### config.mk
export PLATFORM = sky130hd
export DESIGN_NAME = spiral_ring_scan_clipped_unit
export DESIGN_NICKNAME = d
export VERILOG_FILES = /design/src/sv/spr_pkg.sv /design/src/sv/spr_side_eval.sv /design/src/sv/spr_pick.sv /design/src/sv/spiral_ring_scan_clipped_unit.sv
export SDC_FILE = /design/constraint.sdc
export NUM_CORES = 1
export LEC_CHECK = 0
export ABC_CLOCK_PERIOD_IN_PS = 24000
export BUFFER_PORTS_ARGS = -buffer_cell sky130_fd_sc_hd__buf_2
export CAP_MARGIN = 20
export CORE_UTILIZATION = 45
export CTS_CLUSTER_DIAMETER = 80
export DETAILED_ROUTE_END_ITERATION = 8
export SETUP_SLACK_MARGIN = 0.5
export SLEW_MARGIN = 20
export SYNTH_ARGS = -nofsm -noshare
export SYNTH_HDL_FRONTEND = slang
export SYNTH_HIERARCHICAL = 1
export SYNTH_SLANG_ARGS = --single-unit
### constraint.sdc
create_clock -name clk -period 24 [get_ports clk]
set_clock_uncertainty 0.1 [all_clocks]
set_input_delay 2.4 -clock clk [delete_from_list [all_inputs] [get_ports clk]]
set_output_delay 2.4 -clock clk [all_outputs]
set_load 0.02 [all_outputs]
### src/sv/spr_pkg.sv
// Shared types, codes and widths for the square-ring spiral scanner.
package spr_pkg;

  localparam int CW   = 14;  // centre and bound coordinates, signed
  localparam int RW   = 15;  // ring radius, unsigned
  localparam int SW   = 16;  // step along a side, unsigned
  localparam int DW   = 17;  // signed working width of the side datapath
  localparam int DIMW = 13;  // grid size registers
  localparam int OUTW = 12;  // emitted cell coordinates

  localparam int MAX_GRID_DEF = 4096;

  // Command codes on the opcode field
  localparam logic OP_START = 1'b0;
  localparam logic OP_NEXT  = 1'b1;

  // Configuration register indexes
  localparam logic REG_GRID_WIDTH  = 1'b0;
  localparam logic REG_GRID_HEIGHT = 1'b1;

  typedef enum logic [1:0] {
    SIDE_TOP    = 2'd0,
    SIDE_RIGHT  = 2'd1,
    SIDE_BOTTOM = 2'd2,
    SIDE_LEFT   = 2'd3
  } side_t;

  typedef enum logic [1:0] {
    ST_IDLE,
    ST_RADIUS,
    ST_SIDE,
    ST_CLIP
  } scan_state_t;

  // Result of evaluating one ring side against the grid
  typedef struct packed {
    logic                 fixed_ok;  // fixed coordinate lies inside the grid
    logic                 horiz;     // top or bottom side: varying axis is the column
    logic                 up;        // varying coordinate rises along the side
    logic signed [DW-1:0] fixed;
    logic signed [DW-1:0] base;
    logic signed [DW-1:0] lo;        // first in-grid step, clamped to 0
    logic signed [DW-1:0] hi;        // last in-grid step, clamped to 2r
  } side_eval_t;

  // Decision for the current cursor step on an evaluated side
  typedef struct packed {
    logic            skip;    // nothing in-grid left on this side
    logic            last;    // emitted step ends the side
    logic [SW-1:0]   k_next;
    logic [OUTW-1:0] col;
    logic [OUTW-1:0] row;
  } pick_t;

endpackage

### src/sv/spr_side_eval.sv
// Side evaluation: fixed coordinate, side origin and in-grid step window.
module spr_side_eval (
  input  logic signed [spr_pkg::CW-1:0]   center_col,
  input  logic signed [spr_pkg::CW-1:0]   center_row,
  input  logic        [spr_pkg::RW-1:0]   radius,
  input  spr_pkg::side_t                  side,
  input  logic        [spr_pkg::DIMW-1:0] width_eff,
  input  logic        [spr_pkg::DIMW-1:0] height_eff,
  output spr_pkg::side_eval_t             eval
);
  import spr_pkg::*;

  logic signed [DW-1:0] cc, cr, rs, two_r;
  logic signed [DW-1:0] fixed, base, flim, vlim_m1, lo_raw, hi_raw;
  logic                 up, horiz;

  assign cc    = DW'(center_col);
  assign cr    = DW'(center_row);
  assign rs    = signed'(DW'(radius));
  assign two_r = signed'({{(DW-RW-1){1'b0}}, radius, 1'b0});

  always_comb begin
    case (side)
      SIDE_TOP: begin
        fixed = cr - rs; flim = signed'(DW'(height_eff));
        base = cc - rs; vlim_m1 = signed'(DW'(width_eff)) - DW'(1);
        up = 1'b1; horiz = 1'b1;
      end
      SIDE_RIGHT: begin
        fixed = cc + rs; flim = signed'(DW'(width_eff));
        base = cr - rs; vlim_m1 = signed'(DW'(height_eff)) - DW'(1);
        up = 1'b1; horiz = 1'b0;
      end
      SIDE_BOTTOM: begin
        fixed = cr + rs; flim = signed'(DW'(height_eff));
        base = cc + rs; vlim_m1 = signed'(DW'(width_eff)) - DW'(1);
        up = 1'b0; horiz = 1'b1;
      end
      default: begin
        fixed = cc - rs; flim = signed'(DW'(width_eff));
        base = cr + rs; vlim_m1 = signed'(DW'(height_eff)) - DW'(1);
        up = 1'b0; horiz = 1'b0;
      end
    endcase
  end

  assign lo_raw = up ? -base : base - vlim_m1;
  assign hi_raw = up ? vlim_m1 - base : base;

  assign eval.fixed_ok = (fixed >= 0) && (fixed < flim);
  assign eval.horiz    = horiz;
  assign eval.up       = up;
  assign eval.fixed    = fixed;
  assign eval.base     = base;
  assign eval.lo       = (lo_raw < 0) ? '0 : lo_raw;
  assign eval.hi       = (hi_raw < two_r) ? hi_raw : two_r;

endmodule

### src/sv/spr_pick.sv
// Step selection: skip clipped steps, form the cell and advance the cursor.
module spr_pick (
  input  spr_pkg::side_eval_t           eval,
  input  logic [spr_pkg::SW-1:0]        side_step,
  input  logic [spr_pkg::RW-1:0]        radius,
  output spr_pkg::pick_t                pick
);
  import spr_pkg::*;

  logic signed [DW-1:0] step_s, k, v, two_r;

  assign step_s = signed'(DW'(side_step));
  assign two_r  = signed'({{(DW-RW-1){1'b0}}, radius, 1'b0});
  assign k      = (step_s > eval.lo) ? step_s : eval.lo;
  assign v      = eval.up ? eval.base + k : eval.base - k;

  assign pick.skip   = k > eval.hi;
  assign pick.last   = k >= two_r;
  assign pick.k_next = SW'(k + DW'(1));
  assign pick.col    = eval.horiz ? v[OUTW-1:0] : eval.fixed[OUTW-1:0];
  assign pick.row    = eval.horiz ? eval.fixed[OUTW-1:0] : v[OUTW-1:0];

endmodule

### src/sv/spiral_ring_scan_clipped_unit.sv
// Top level of the clipped square-ring spiral scanner.
//
// Use: drive opcode and the coordinate fields with start high; the command is
// taken at a clock edge where busy is low. Every command gives exactly one
// result beat: done is high for one cycle with cell_col, cell_row, cell_valid.
// A start command (opcode 0) latches the centre and visible bounds, works out
// the largest radius one bound distance per cycle, and answers with
// cell_valid low once the radius is known; busy stays high until then.
// A next command (opcode 1) walks the ring cursor: a side whose fixed row or
// column lies off the grid is passed over in ST_SIDE alone, a side whose
// in-grid stretch is already used up passes through ST_SIDE and ST_CLIP, and
// the side that yields the cell goes through ST_SIDE and then ST_CLIP, which
// registers the cell. The side evaluator and step picker are the unit reused
// for every side of the walk; a ring with no in-grid cell is crossed within
// the same command, and busy stays high until the result beat.
// With no scan loaded the answer is cell_valid low with zero coordinates,
// done rising at the accept edge itself and busy staying low; the fetch that
// runs past the last ring gives the same empty answer from ST_SIDE and
// unloads the scan.
// grid_width (index 0) and grid_height (index 1) are written through cfg_write
// by the user, only while idle (unenforced); reset sets both to 1, drops scan.
// The receiver cannot stall: each result beat lasts exactly one cycle.
module spiral_ring_scan_clipped_unit #(
  parameter int MAX_GRID = spr_pkg::MAX_GRID_DEF
) (
  input  logic                            clk,
  input  logic                            rst,
  input  logic                            start,
  output logic                            busy,
  input  logic                            opcode,
  input  logic signed [spr_pkg::CW-1:0]   center_col,
  input  logic signed [spr_pkg::CW-1:0]   center_row,
  input  logic signed [spr_pkg::CW-1:0]   visible_col_min,
  input  logic signed [spr_pkg::CW-1:0]   visible_col_max,
  input  logic signed [spr_pkg::CW-1:0]   visible_row_min,
  input  logic signed [spr_pkg::CW-1:0]   visible_row_max,
  output logic                            done,
  output logic [spr_pkg::OUTW-1:0]        cell_col,
  output logic [spr_pkg::OUTW-1:0]        cell_row,
  output logic                            cell_valid,
  input  logic                            cfg_write,
  input  logic                            cfg_index,
  input  logic [spr_pkg::DIMW-1:0]        cfg_data
);
  import spr_pkg::*;

  // Grid size clamp; a limit beyond the register range never bites
  localparam logic [DIMW-1:0] MAX_DIM =
    (MAX_GRID >= (1 << DIMW)) ? {DIMW{1'b1}} : DIMW'(MAX_GRID);

  scan_state_t state, state_next;

  logic [DIMW-1:0]        grid_width, grid_height;
  logic [DIMW-1:0]        width_eff, height_eff;

  logic signed [CW-1:0]   scan_center_col, scan_center_col_next;
  logic signed [CW-1:0]   scan_center_row, scan_center_row_next;
  logic signed [CW-1:0]   bnd_col_min, bnd_col_max, bnd_row_min, bnd_row_max;
  logic [1:0]             rad_idx, rad_idx_next;
  logic [RW-1:0]          last_radius, last_radius_next;
  logic [RW-1:0]          ring_radius, ring_radius_next;
  side_t                  ring_side, ring_side_next;
  logic [SW-1:0]          side_step, side_step_next;
  logic                   scan_active, scan_active_next;

  side_eval_t             eval, eval_q, eval_q_next;
  pick_t                  pick;

  logic                   done_next, cell_valid_next;
  logic [OUTW-1:0]        cell_col_next, cell_row_next;

  logic                   accept;
  logic signed [DW-1:0]   rad_a, rad_b, rad_d;
  logic [RW-1:0]          rad_mag;
  side_t                  side_adv;
  logic [RW-1:0]          ring_adv;

  assign accept     = start && !busy;
  assign busy       = (state != ST_IDLE);
  assign width_eff  = (grid_width  > MAX_DIM) ? MAX_DIM : grid_width;
  assign height_eff = (grid_height > MAX_DIM) ? MAX_DIM : grid_height;

  // Next side of the ring, rolling over into the next ring after the left side
  assign side_adv = side_t'(ring_side + 2'd1);
  assign ring_adv = (ring_side == SIDE_LEFT) ? ring_radius + RW'(1) : ring_radius;

  // Bound distance for the largest radius, one pair per cycle
  always_comb begin
    case (rad_idx)
      2'd0:    begin rad_a = DW'(scan_center_col); rad_b = DW'(bnd_col_min); end
      2'd1:    begin rad_a = DW'(bnd_col_max);     rad_b = DW'(scan_center_col); end
      2'd2:    begin rad_a = DW'(scan_center_row); rad_b = DW'(bnd_row_min); end
      default: begin rad_a = DW'(bnd_row_max);     rad_b = DW'(scan_center_row); end
    endcase
  end
  assign rad_d   = rad_a - rad_b;
  assign rad_mag = (rad_d < 0) ? RW'(-rad_d) : RW'(rad_d);

  spr_side_eval u_side_eval (
    .center_col (scan_center_col),
    .center_row (scan_center_row),
    .radius     (ring_radius),
    .side       (ring_side),
    .width_eff  (width_eff),
    .height_eff (height_eff),
    .eval       (eval)
  );

  spr_pick u_pick (
    .eval      (eval_q),
    .side_step (side_step),
    .radius    (ring_radius),
    .pick      (pick)
  );

  always_ff @(posedge clk) begin
    if (rst) begin
      state       <= ST_IDLE;
      scan_active <= 1'b0;
      done        <= 1'b0;
      cell_valid  <= 1'b0;
      ring_radius <= '0;
      ring_side   <= SIDE_TOP;
      side_step   <= '0;
      last_radius <= '0;
    end else begin
      state       <= state_next;
      scan_active <= scan_active_next;
      done        <= done_next;
      cell_valid  <= cell_valid_next;
      ring_radius <= ring_radius_next;
      ring_side   <= ring_side_next;
      side_step   <= side_step_next;
      last_radius <= last_radius_next;
    end
  end

  // Payload registers
  always_ff @(posedge clk) begin
    scan_center_col <= scan_center_col_next;
    scan_center_row <= scan_center_row_next;
    rad_idx         <= rad_idx_next;
    eval_q          <= eval_q_next;
    cell_col        <= cell_col_next;
    cell_row        <= cell_row_next;
    if (accept && opcode == OP_START) begin
      bnd_col_min <= visible_col_min;
      bnd_col_max <= visible_col_max;
      bnd_row_min <= visible_row_min;
      bnd_row_max <= visible_row_max;
    end
  end

  // Configuration registers
  always_ff @(posedge clk) begin
    if (rst) begin
      grid_width  <= DIMW'(1);
      grid_height <= DIMW'(1);
    end else if (cfg_write) begin
      case (cfg_index)
        REG_GRID_WIDTH:  grid_width  <= cfg_data;
        REG_GRID_HEIGHT: grid_height <= cfg_data;
        default:         grid_width  <= grid_width;
      endcase
    end
  end

  always_comb begin
    state_next           = state;
    scan_active_next     = scan_active;
    scan_center_col_next = scan_center_col;
    scan_center_row_next = scan_center_row;
    rad_idx_next         = rad_idx;
    last_radius_next     = last_radius;
    ring_radius_next     = ring_radius;
    ring_side_next       = ring_side;
    side_step_next       = side_step;
    eval_q_next          = eval_q;
    done_next            = 1'b0;
    cell_valid_next      = cell_valid;
    cell_col_next        = cell_col;
    cell_row_next        = cell_row;

    case (state)
      ST_IDLE: begin
        if (accept) begin
          if (opcode == OP_START) begin
            scan_center_col_next = center_col;
            scan_center_row_next = center_row;
            rad_idx_next         = 2'd0;
            state_next           = ST_RADIUS;
          end else if (scan_active) begin
            state_next = ST_SIDE;
          end else begin
            // No scan loaded: answer empty right away
            done_next       = 1'b1;
            cell_valid_next = 1'b0;
            cell_col_next   = '0;
            cell_row_next   = '0;
          end
        end
      end

      ST_RADIUS: begin
        if (rad_idx == 2'd0 || rad_mag > last_radius) begin
          last_radius_next = rad_mag;
        end
        rad_idx_next = rad_idx + 2'd1;
        if (rad_idx == 2'd3) begin
          // Cursor to the centre, acknowledge the start
          ring_radius_next = '0;
          ring_side_next   = SIDE_TOP;
          side_step_next   = '0;
          scan_active_next = 1'b1;
          done_next        = 1'b1;
          cell_valid_next  = 1'b0;
          cell_col_next    = '0;
          cell_row_next    = '0;
          state_next       = ST_IDLE;
        end
      end

      ST_SIDE: begin
        if (ring_radius > last_radius) begin
          // Rings exhausted: drop the scan
          scan_active_next = 1'b0;
          done_next        = 1'b1;
          cell_valid_next  = 1'b0;
          cell_col_next    = '0;
          cell_row_next    = '0;
          state_next       = ST_IDLE;
        end else if (!eval.fixed_ok) begin
          side_step_next   = '0;
          ring_side_next   = side_adv;
          ring_radius_next = ring_adv;
        end else begin
          eval_q_next = eval;
          state_next  = ST_CLIP;
        end
      end

      ST_CLIP: begin
        if (pick.skip) begin
          side_step_next   = '0;
          ring_side_next   = side_adv;
          ring_radius_next = ring_adv;
          state_next       = ST_SIDE;
        end else begin
          done_next       = 1'b1;
          cell_valid_next = 1'b1;
          cell_col_next   = pick.col;
          cell_row_next   = pick.row;
          if (pick.last) begin
            side_step_next   = '0;
            ring_side_next   = side_adv;
            ring_radius_next = ring_adv;
          end else begin
            side_step_next = pick.k_next;
          end
          state_next = ST_IDLE;
        end
      end

      default: state_next = ST_IDLE;
    endcase
  end

  // A result beat always closes the command, so the unit is free again
  a_done_idle: assert property (@(posedge clk) disable iff (rst)
    done |-> !busy)
    else $error("result beat while busy");

  // An empty answer carries zero coordinates
  a_empty_zero: assert property (@(posedge clk) disable iff (rst)
    (done && !cell_valid) |-> (cell_col == '0 && cell_row == '0))
    else $error("empty result with nonzero coordinates");

  // The step cursor never runs past the end of its side
  a_step_range: assert property (@(posedge clk) disable iff (rst)
    scan_active |-> ({1'b0, side_step} <= {1'b0, ring_radius, 1'b0}))
    else $error("side step beyond side length");

  // A start command keeps the unit busy while the radius is worked out
  a_start_busy: assert property (@(posedge clk) disable iff (rst)
    (accept && opcode == OP_START) |=> (busy && !done))
    else $error("start not taken into radius phase");

  // A next command with no loaded scan answers on the following cycle
  a_idle_next: assert property (@(posedge clk) disable iff (rst)
    (accept && opcode == OP_NEXT && !scan_active) |=> (done && !cell_valid))
    else $error("next without scan not answered at once");

endmodule
Word-level counts from Yosys, hierarchy flattened:

Index checks and enable logic that the tools add are counted.

* logic and storage cells: 176
* register bits after elaboration: 249
* input bits: 103

* eq/ne operators: 21
* order comparisons: 12
* multiplexer cells: 72
* bitwise gates (word level): 3
* reduce and logical (&&, ||, !) cells: 25
* add/subtract/negate cells: 17

Operator list (count)
* case mux 17 bit (3 select lines): 4
* 2-to-1 mux 12 bit: 10
* 2-to-1 mux 15 bit: 7
* 2-to-1 mux 16 bit: 6
* case mux 12 bit (4 select lines): 2
* 2-to-1 mux 17 bit: 4
* subtractor 17 bit: 3
* case mux 16 bit (3 select lines): 1
* case mux 15 bit (3 select lines): 1
* 2-to-1 mux 13 bit: 3
* adder 14 x 16 -> 17 bit: 2
* > comparator 17 bit: 2
* < comparator 17 x 1 -> 1 bit, second input constant: 2
* subtractor 14 x 16 -> 17 bit: 2
* > comparator 15 bit: 2
* subtractor 13 x 1 -> 14 bit, second input constant: 2
* > comparator 13 bit, second input constant: 2
* 2-to-1 mux 2 bit: 13
* != test 2 bit, second input constant: 9
* greater-or-equal comparator 17 x 1 -> 1 bit, second input constant: 1
* greater-or-equal comparator 17 bit: 1
* < comparator 17 x 14 -> 1 bit: 1
* < comparator 17 bit: 1
* negation 17 bit: 1
* other kinds (28): 68

Logic depth before layout (Yosys ltp):

Gate-level depths: netlist (run 1).

* word-level depth: 8
* depth in mapped cells: 35

Modules after synthesis:

The synthesis (run 1) kept the hierarchy.

Modules (own cells, without submodules)
* spiral_ring_scan_clipped_unit: cells each 992, times used 1, sequential area each 6986.7 µm², area each 11541.1 µm²
* spr_side_eval: cells each 1128, times used 1, sequential area each 0.0 µm², area each 7941.4 µm²
* spr_pick: cells each 422, times used 1, sequential area each 0.0 µm², area each 2884.0 µm²

Worst setup path before layout (run 1):

Ideal clock, no wire load.

* path kind: register to register
* start point: register ring_side[0]
* end point: register state[0]
* path buffers: 8
* data arrival time: 12.404 ns
* setup time: 0.091 ns
* stages on the path, launching flop included: 25
* path slack: 11.405 ns
* data required time: 23.809 ns
* cell sequence: dfxtp_1 -> buf_2 -> buf_2 -> buf_2 -> buf_1 -> buf_2 -> buf_1 -> clkbuf_1 -> buf_1 -> mux2i_1 -> ha_1 -> a21o_1 -> a21oi_1 -> nor2b_1 -> o21ai_0 -> a21oi_1 -> nor3_1 -> o21ai_0 -> o211ai_1 -> a21oi_1 -> nor3_1 -> ha_1 -> nor4b_1 -> o21ai_0 -> a21oi_1

RTL lines
* from (decl): RTL line spiral_ring_scan_clipped_unit.sv:62 `side_t ring_side, ring_side_next;`
* from (signal assigned): RTL line spiral_ring_scan_clipped_unit.sv:132 `ring_side <= ring_side_next;`
* to (signal assigned): RTL line spiral_ring_scan_clipped_unit.sv:127 `state <= state_next;`
* to (decl): RTL line spiral_ring_scan_clipped_unit.sv:51 `scan_state_t state, state_next;`

==> results of run 1 <==
[layout make-up]
class,count,area share (%)
antenna,1,0.01037
clock buffer,32,3.230
clock inverter,25,0.9281
inverter,192,2.986
multi-input combinational,1965,58.51
sequential,249,27.73
tap,615,3.189
timing repair buffer,153,3.422
[sequential cells by signal (all words and copies together), names as in the netlist, 15 cells and up]
register     cells
last_radius     15
eval_q          60
side_step       16
ring_radius     15
[layer usage]
layer  part of all wire [%]  GRT usage (%)  vias up  wire length [µm]
li1                       -              -     9284                 -
met1                     46          40.14     9226             33090
met2                     43          43.43      702             30820
met3                    6.8          4.254      151              4896
met4                    4.1          11.47        0              2956
met5                      0              0        -                 0
[path summary, 6_finish.rpt]
| path | cells after the start | to | slack, ps |
|---|---|---|---|
| setup / recovery | 29 | eval_q[15] | 15400 |
| hold / removal | 2 | grid_height[5] | 350 |
| setup reg to reg | 29 | eval_q[15] | 15400 |
| hold reg to reg | 2 | grid_height[5] | 350 |
[power by group through the flow]
stage                     clock [mW]  sequential (mW)  combinational [mW]
after floorplan                    0            0.515               0.479
after global placement             0            0.512               0.670
after detailed placement           0            0.513               0.675
after CTS                      0.476            0.504               0.679
after global routing           0.492            0.506               0.764
final                          0.465            0.503               0.693
[per-stage QoR]
| step | cell area [µm²] | utilization, % | worst slack, ps |
|---|---|---|---|
| after detailed placement | 23110 | 48.11 | 15660 |
| after global routing | 24130 | 50.22 | 14850 |
| after CTS | 24120 | 50.20 | 15620 |
| final | 24130 | 50.23 | 15400 |
| after floorplan | 22060 | - | 12470 |
| after global placement | 23110 | 48.11 | 15670 |
[critical path: cells and delay by family, from the launching register on]
| kind | cells | cell delay (ps) |
|---|---|---|
| buffers and inverters | 6 | 1870 |
| adder cells (fa/ha/maj) | 3 | 1560 |
| AO/OA/AOI/OAI | 12 | 2420 |
| flip-flops | 1 | 310 |
| AND/OR/NAND/NOR | 6 | 1510 |
| multiplexers | 1 | 330 |
| XOR/XNOR | 1 | 150 |
[layout by cell type, fill, tap and decap left out, drive strengths merged, types with 21 or more instances in the layout]
cell type,count
mux2i,54
a222oi,26
nor2,225
nor2b,57
ha,240
xnor2,131
edfxtp,170
and3,37
nand2b,24
or3,22
a211oi,43
nand3,55
xor2,37
nand2,195
a21oi,205
o21ai,132
nand4,31
inv,194
o21bai,21
o21a,24
clkbuf,32
buf,153
a21o,43
mux2,21
nor3,59
a22oi,23
dfxtp,79
==> flow_summary.toml, run 1 <==
[global_route]
grt_pass1_vias = 18908
grt_pass1_wl_mm = 109.6
antenna_found_initial = 1
track_usage_pct = 28.45
grt_max_degree = 73
grt-ovfl-total = 0

[run]
maxCapViolCount = 0

[setup_path]
cp_max_fo = 40
startpoint_type = "register"
end_kind = "register"
cpMostUsedCell = "o21ai_0"
cp_data_required_time_ps = 24240
critical-path-slowest-cell = "ha_1"
crit_start = "ring_side[1]"
worstSetupPathType = "register to register"
worst_path_largest_cell_delay_ps = 850
arrival_ps = 8840
regToRegStartpoint = "ring_side[1]"

[synth]
synth_nets = 2881
yosys_warnings = 6
synthCells = 2530
syn_area_um2 = 22060
postSynthAreaPerCell_um2 = 8.719

[power]
p_leak_nw = 9.754
pwr-share-clk_pct = 28.0
p_comb_share_pct = 41.7
switching_share_pct = 39.15
p_per_area_nw_per_um2 = 68.85
p_switching_uw = 650.5
p_int_mw = 1.011
power_mw = 1.662
pwr-share-seq_pct = 30.3
ir_worst_vdd_v = 0.00006136

[sta]
hold_violations = 0
setup_violations = 0
fin_crit_sh_pct = 35.82
slew_headroom_pct = 29.36
drv_slew = 0
rsz0062_at_grt = "false"
hold_slack_ps = 350.4
post-route-min-period_ps = 8596
fin_tns_setup_ps = 0
fmax_mhz = 116.3
worstMarginPinSlew_ps = 1056

[clock_tree]
clk_latency_ps = 600
cts_buffers = 31
cts.clk_slew.worst_paths_ps = 60
ctsResizeCount = 0
root_buffer = "clkbuf_16"
post_cts_buffers = 0
ctsHtreeMaxLevel = 1
ctsHoldBuffers = 0
cts_tree = "yes"
cts.path.max_buffers = 3
cts_sinks = 249

[die]
coreArea_um2 = 48050
chipHeight_um = 223.4
rows = 80
pin_count = 130
die_w_um = 223.4
die_area_um2 = 49910
start_util_pct = 45.91

[run_status]
run_status = "finished clean"

[drt]
via_per_inst = 5.991
wire_per_inst_um = 22.21
drcViolationCount = 0
wirelength_mm = 71.77
detail-route-antenna-nets = 0
vias = 19363
dr.pass1.iters = 8
drt_iter0_markers = 1877

[min_path]
min-delay-start = "grid_height[5]"
hp-class = "register to register"

[cells_and_area]
syn_to_final_growth_pct = 9.399
multi_input_area_um2 = 14120
finalNonFillerCells = 3232
drive_above_1_share_pct = 11.58
fin_nets = 2943
final.fill_count = 4572
register_area_um2 = 6691

[placed_design]
post-dp-hpwl_mm = 56.45
port_buffers = 129
routabilityCongestion = 0.9649
dp_cells = 3174
Power figures use the tool's default switching activity.
==> run 2: changes to the inputs <==
ABC_CLOCK_PERIOD_IN_PS = 8600   (was 24000)
clock period = 8.6 ns   (was 24 ns; I/O delays follow)
==> run 2 against run 1 <==
- sequential cell count stayed put
- utilization is 0.54 points higher
- largest power group unchanged
- global-route usage is 0.59 points higher
- sequential share of layout area is 0.29 points lower
==> flow_summary.toml, run 2 (synthesis results as in run 1) <==
[run_status]
run_status = "finished clean"

[sta]
fin_crit_sh_pct = 87.47
rsz0062_at_grt = "false"
post-route-min-period_ps = 7523
worstMarginPinSlew_ps = 1046
fmax_mhz = 132.9
fin_tns_setup_ps = 0
slew_headroom_pct = 29.51
hold_violations = 0
drv_slew = 0
setup_violations = 0

[cells_and_area]
fin_nets = 2964
layout_commonest_cell = "ha_1"
final_cell_mix = "ha_1, nor2_1, a21oi_1"
regMostFlops = "eval_q"
syn_to_final_growth_pct = 10.57
drive_above_1_share_pct = 12.36
largest_reg_flops = 60
final.fill_count = 4607
reg_top3 = "eval_q (60), side_step (16)"

[die]
rows = 80
coreArea_um2 = 48050
die_w_um = 223.4
die_area_um2 = 49910
start_util_pct = 45.91
chipHeight_um = 223.4
pin_count = 130

[setup_path]
startpoint_type = "register"
arrival_ps = 7720
crit_family = "compound AO/OA/AOI/OAI gates"
cp_data_required_time_ps = 8800
cp_max_fo = 12
cpMostUsedCell = "ha_1"
worst_path_largest_cell_delay_ps = 650
critical-path-slowest-cell = "o41ai_1"
worstSetupPathType = "register to register"
end_kind = "register"
critPathBufInv = 3

[drt]
wirelength_mm = 72.72
wire_per_inst_um = 22.34
drt_iter0_markers = 1839
detail-route-antenna-nets = 0
via_per_inst = 5.984
drcViolationCount = 0
dr.pass1.iters = 7
vias = 19478

[clock_tree]
root_buffer = "clkbuf_16"
cts_buffers = 34
ctsHtreeMaxLevel = 2
ctsResizeCount = 0
cts.path.max_buffers = 3
clk_latency_ps = 550
cts_sinks = 249
cts.clk_slew.worst_paths_ps = 60
cts_tree = "yes"
post_cts_buffers = 0
ctsHoldBuffers = 0

[placed_design]
routabilityCongestion = 0.9784
port_buffers = 129
post-dp-hpwl_mm = 57.46

[global_route]
grt-ovfl-total = 0
track_usage_pct = 29.04
antenna_found_initial = 1
grt_max_degree = 61
grt_pass1_wl_mm = 110.3
grt_pass1_vias = 18574

[min_path]
hp-class = "register to register"

[power]
p_leak_nw = 9.885
ir_worst_vdd_v = 0.0001402
power_mw = 4.746
p_per_area_nw_per_um2 = 194.6

[run]
maxCapViolCount = 0
-- run 2: changes by cell type in the layout (fill, tap and decap cells not counted), sizes merged --
cell	change
diode	+1
bufinv	-1
clkinv	-12
inv	-1
clkbuf	+17
buf	+18
clkinvlp	+1
-- run 2: per-layer routing --
metal / share of wire [%] / track usage (%) / vias to the layer above / wire length [µm]
met3: 6.6 / 4.649 / 118 / 4807
met4: 3.0 / 8.661 / 2 / 2161
met1: 47 / 42.15 / 9374 / 34380
met5: 0.018 / 0 / - / 13
li1: - / - / 9339 / -
met2: 43 / 44.07 / 645 / 31350
-- run 2: final timing paths --
check | slack, ps | end | from | cells after the start
hold / removal | 350 | grid_width[5] | grid_width[5] | 2
setup / recovery | 1080 | eval_q[8] | ring_radius[1] | 26
hold reg to reg | 350 | grid_width[5] | grid_width[5] | 2
setup reg to reg | 1080 | eval_q[8] | ring_radius[1] | 26
-- run 2: cell type report --
cell class / count / area (µm²) / share of cell area, %
clock inverter: 12 / 132.6 / 0.5438
sequential: 249 / 6691 / 27.43
timing repair buffer: 171 / 960.9 / 3.940
multi-input combinational: 1965 / 14130 / 57.94
clock buffer: 49 / 979.7 / 4.017
inverter: 192 / 720.7 / 2.955
tap: 615 / 769.5 / 3.155
antenna: 2 / 5.005 / 0.02052
-- run 2: through the flow --
stage                     worst slack, ps  cell area (µm²)  util, %  hold slack [ps]  cells
after floorplan                      1052            22070        -            331.8   2530
after global placement               1215            23250    48.39            341.3   3192
after detailed placement             1286            23250    48.39            343.1   3192
after CTS                            1199            24360    50.71            350.7   3253
after global routing                562.5            24390    50.76            362.9   3253
final                                1077            24390    50.77            349.6   3255
-- run 2: worst register-to-register path: stages, from the launching register on --
cell	delay, ps
dfxtp_1	310
buf_4	230
inv_1	200
fa_1	490
a21o_1	210
a221oi_2	580
nor2b_1	210
a22o_1	240
o41ai_1	650
xor2_1	140
mux2i_1	370
nor2_1	70
nor2_1	160
ha_1	300
nand4_1	200
or4_1	530
o221a_2	320
xor2_1	200
o21ai_1	110
ha_1	330
o2111ai_1	100
a211oi_1	280
nor3b_1	90
o21ai_0	90
ha_1	270
inv_1	150
mux2_2	360
-- run 2: where the power goes --
part	total (mW)	switching [mW]	leakage, nW	internal [mW]
combinational	1.92	1.21	7.12	0.706
clock	1.42	0.565	0.538	0.859
sequential	1.41	0.0343	2.22	1.37
==> run 3: changes to the inputs <==
ABC_AREA = 1   (was unset)
==> run 3 against run 2 <==
- routed wire length grew 17%
- combinational power grew to 3.1 times the previous value
- largest cell class unchanged
- register-to-register slack lost 50 ps
- largest power group unchanged
- synthesized cell count grew 30%
- clock-buffer cell count shrank 9
- critical endpoint is now eval_q[11]
- critical path type unchanged
- utilization shrank 0.50 points
- via count grew 16%
- sequential power grew 15%
==> flow_summary.toml, run 3 <==
[global_route]
antenna_found_initial = 1
grt_pass1_vias = 21495
track_usage_pct = 31.81
grt_max_degree = 59
grt_pass1_wl_mm = 128.3
grt-ovfl-total = 0

[cells_and_area]
syn_to_final_growth_pct = 9.367
diodes = 0
final_cell_mix = "nand2_1, inv_1, nor2_1"
regMostFlops = "eval_q"
reg_top3 = "eval_q (60), side_step (16)"
finalNonFillerCells = 4079
largest_reg_flops = 60
fin_nets = 3736
drive_above_1_share_pct = 10.36
layout_commonest_cell = "nand2_1"
stdcell_area_um2 = 25370

[sta]
fmax_mhz = 132.1
slew_headroom_pct = 17.42
worstMarginPinSlew_ps = 1226
fin_crit_sh_pct = 88.00
hold_slack_ps = 335.7
drv_slew = 0
fin_tns_setup_ps = 0
post-route-min-period_ps = 7568
hold_violations = 0
setup_violations = 0
rsz0062_at_grt = "false"

[setup_path]
cpMostUsedCell = "nand2_1"
r2r_cells = 34
critical-path-slowest-cell = "dfxtp_1"
cp_max_fo = 23
worstSetupPathType = "register to register"
rrSetupSlack_ps = 1030
end_kind = "register"
r2r-end = "eval_q[11]"
startpoint_type = "register"
worst_path_largest_cell_delay_ps = 690
arrival_ps = 7760
regToRegStartpoint = "ring_radius[0]"
cp_data_required_time_ps = 8800

[power]
p_switching_mw = 4.708
p_int_mw = 4.166
switching_share_pct = 53.05
p_comb_share_pct = 67.2
ir_worst_vdd_v = 0.0002694
power_mw = 8.874
pwr-share-clk_pct = 14.5
p_leak_nw = 11.81
p_per_area_nw_per_um2 = 349.7
pwr-share-seq_pct = 18.3

[clock_tree]
root_buffer = "clkbuf_16"
ctsResizeCount = 0
cts.path.max_buffers = 3
cts_buffers = 30
ctsHoldBuffers = 0
ctsHtreeMaxLevel = 1
cts.clk_slew.worst_paths_ps = 60
clk_latency_ps = 600
post_cts_buffers = 0
cts_tree = "yes"
cts_sinks = 249

[placed_design]
dp_cells = 4025
port_buffers = 129
routabilityCongestion = 0.9930
post-dp-hpwl_mm = 68.95
placed_cell_area_um2 = 24380

[drt]
drt_iter0_markers = 1976
via_per_inst = 5.548
vias = 22632
drcViolationCount = 0
detail-route-antenna-nets = 0
wirelength_mm = 84.84
dr.pass1.iters = 6
wire_per_inst_um = 20.80

[min_path]
min-delay-start = "visible_col_min[5]"
hp-class = "input port to register"
whs_endpoint = "bnd_col_min[5]"
hold_depth = 1

[synth]
synth_nets = 3649
yosys_warnings = 6
syn_area_um2 = 23200
postSynthAreaPerCell_um2 = 7.035
synthCells = 3298

[die]
rows = 82
start_util_pct = 45.96
coreArea_um2 = 50480
chipHeight_um = 229.1
die_area_um2 = 52470
pin_count = 130
die_w_um = 229.1

[run_status]
run_status = "finished clean"

[run]
maxCapViolCount = 0
==> run 3: critical path, delay by kind of cell, from the launching register on <==
kind / cells / cell delay (ps)
adders and majority gates: 5 / 2070
and+or+nand+nor: 13 / 1080
DFF: 1 / 690
buffers and inverters: 6 / 1150
xor gates and xnor gates: 2 / 260
AOI/OAI and AO/OA: 8 / 1880
==> run 3: layer usage <==
layer / part of all wire [%] / track usage, % / vias up
li1: - / - / 11048
met1: 45 / 44.44 / 10692
met2: 46 / 52.41 / 784
met3: 6.4 / 2.839 / 108
met4: 2.6 / 8.563 / 0
met5: 0 / 0 / -
==> run 3: worst max path at each step <==
stage              startpoint  depth (start not counted)    endpoint
3_5_place_dp   ring_radius[1]                         33  eval_q[10]
2_1_floorplan  ring_radius[0]                         21   eval_q[0]
5_1_grt        ring_radius[0]                         34   eval_q[9]
4_1_cts        ring_radius[1]                         33  eval_q[11]
6_report       ring_radius[0]                         34  eval_q[11]
3_3_place_gp   ring_radius[1]                         33  eval_q[11]
==> run 3: power by group through the flow <==
stage	registers (mW)	clock network (mW)	logic [mW]
global route	1.64	1.36	6.61
finish	1.62	1.29	5.96
detailed placement	1.65	0	5.82
CTS	1.63	1.31	5.85
floorplan	1.66	0	4.19
global placement	1.65	0	5.74
==> run 3: area by class of cell <==
| class | count | area [µm²] |
|---|---|---|
| Multi-Input combinational cell | 2463 | 14190 |
| Inverter | 485 | 1821 |
| Clock buffer | 40 | 818.3 |
| Tap cell | 672 | 840.8 |
| Sequential cell | 249 | 6688 |
| Clock inverter | 14 | 167.7 |
| Timing Repair Buffer | 156 | 848.3 |
| Fill cell | 5085 | 25100 |
==> run 3: through the flow <==
step           util (%)  setup WS [ps]
2_1_floorplan         -           2166
3_3_place_gp      48.29           1210
3_5_place_dp      48.29           1218
4_1_cts           50.24           1169
5_1_grt           50.27          582.5
6_report          50.27           1032
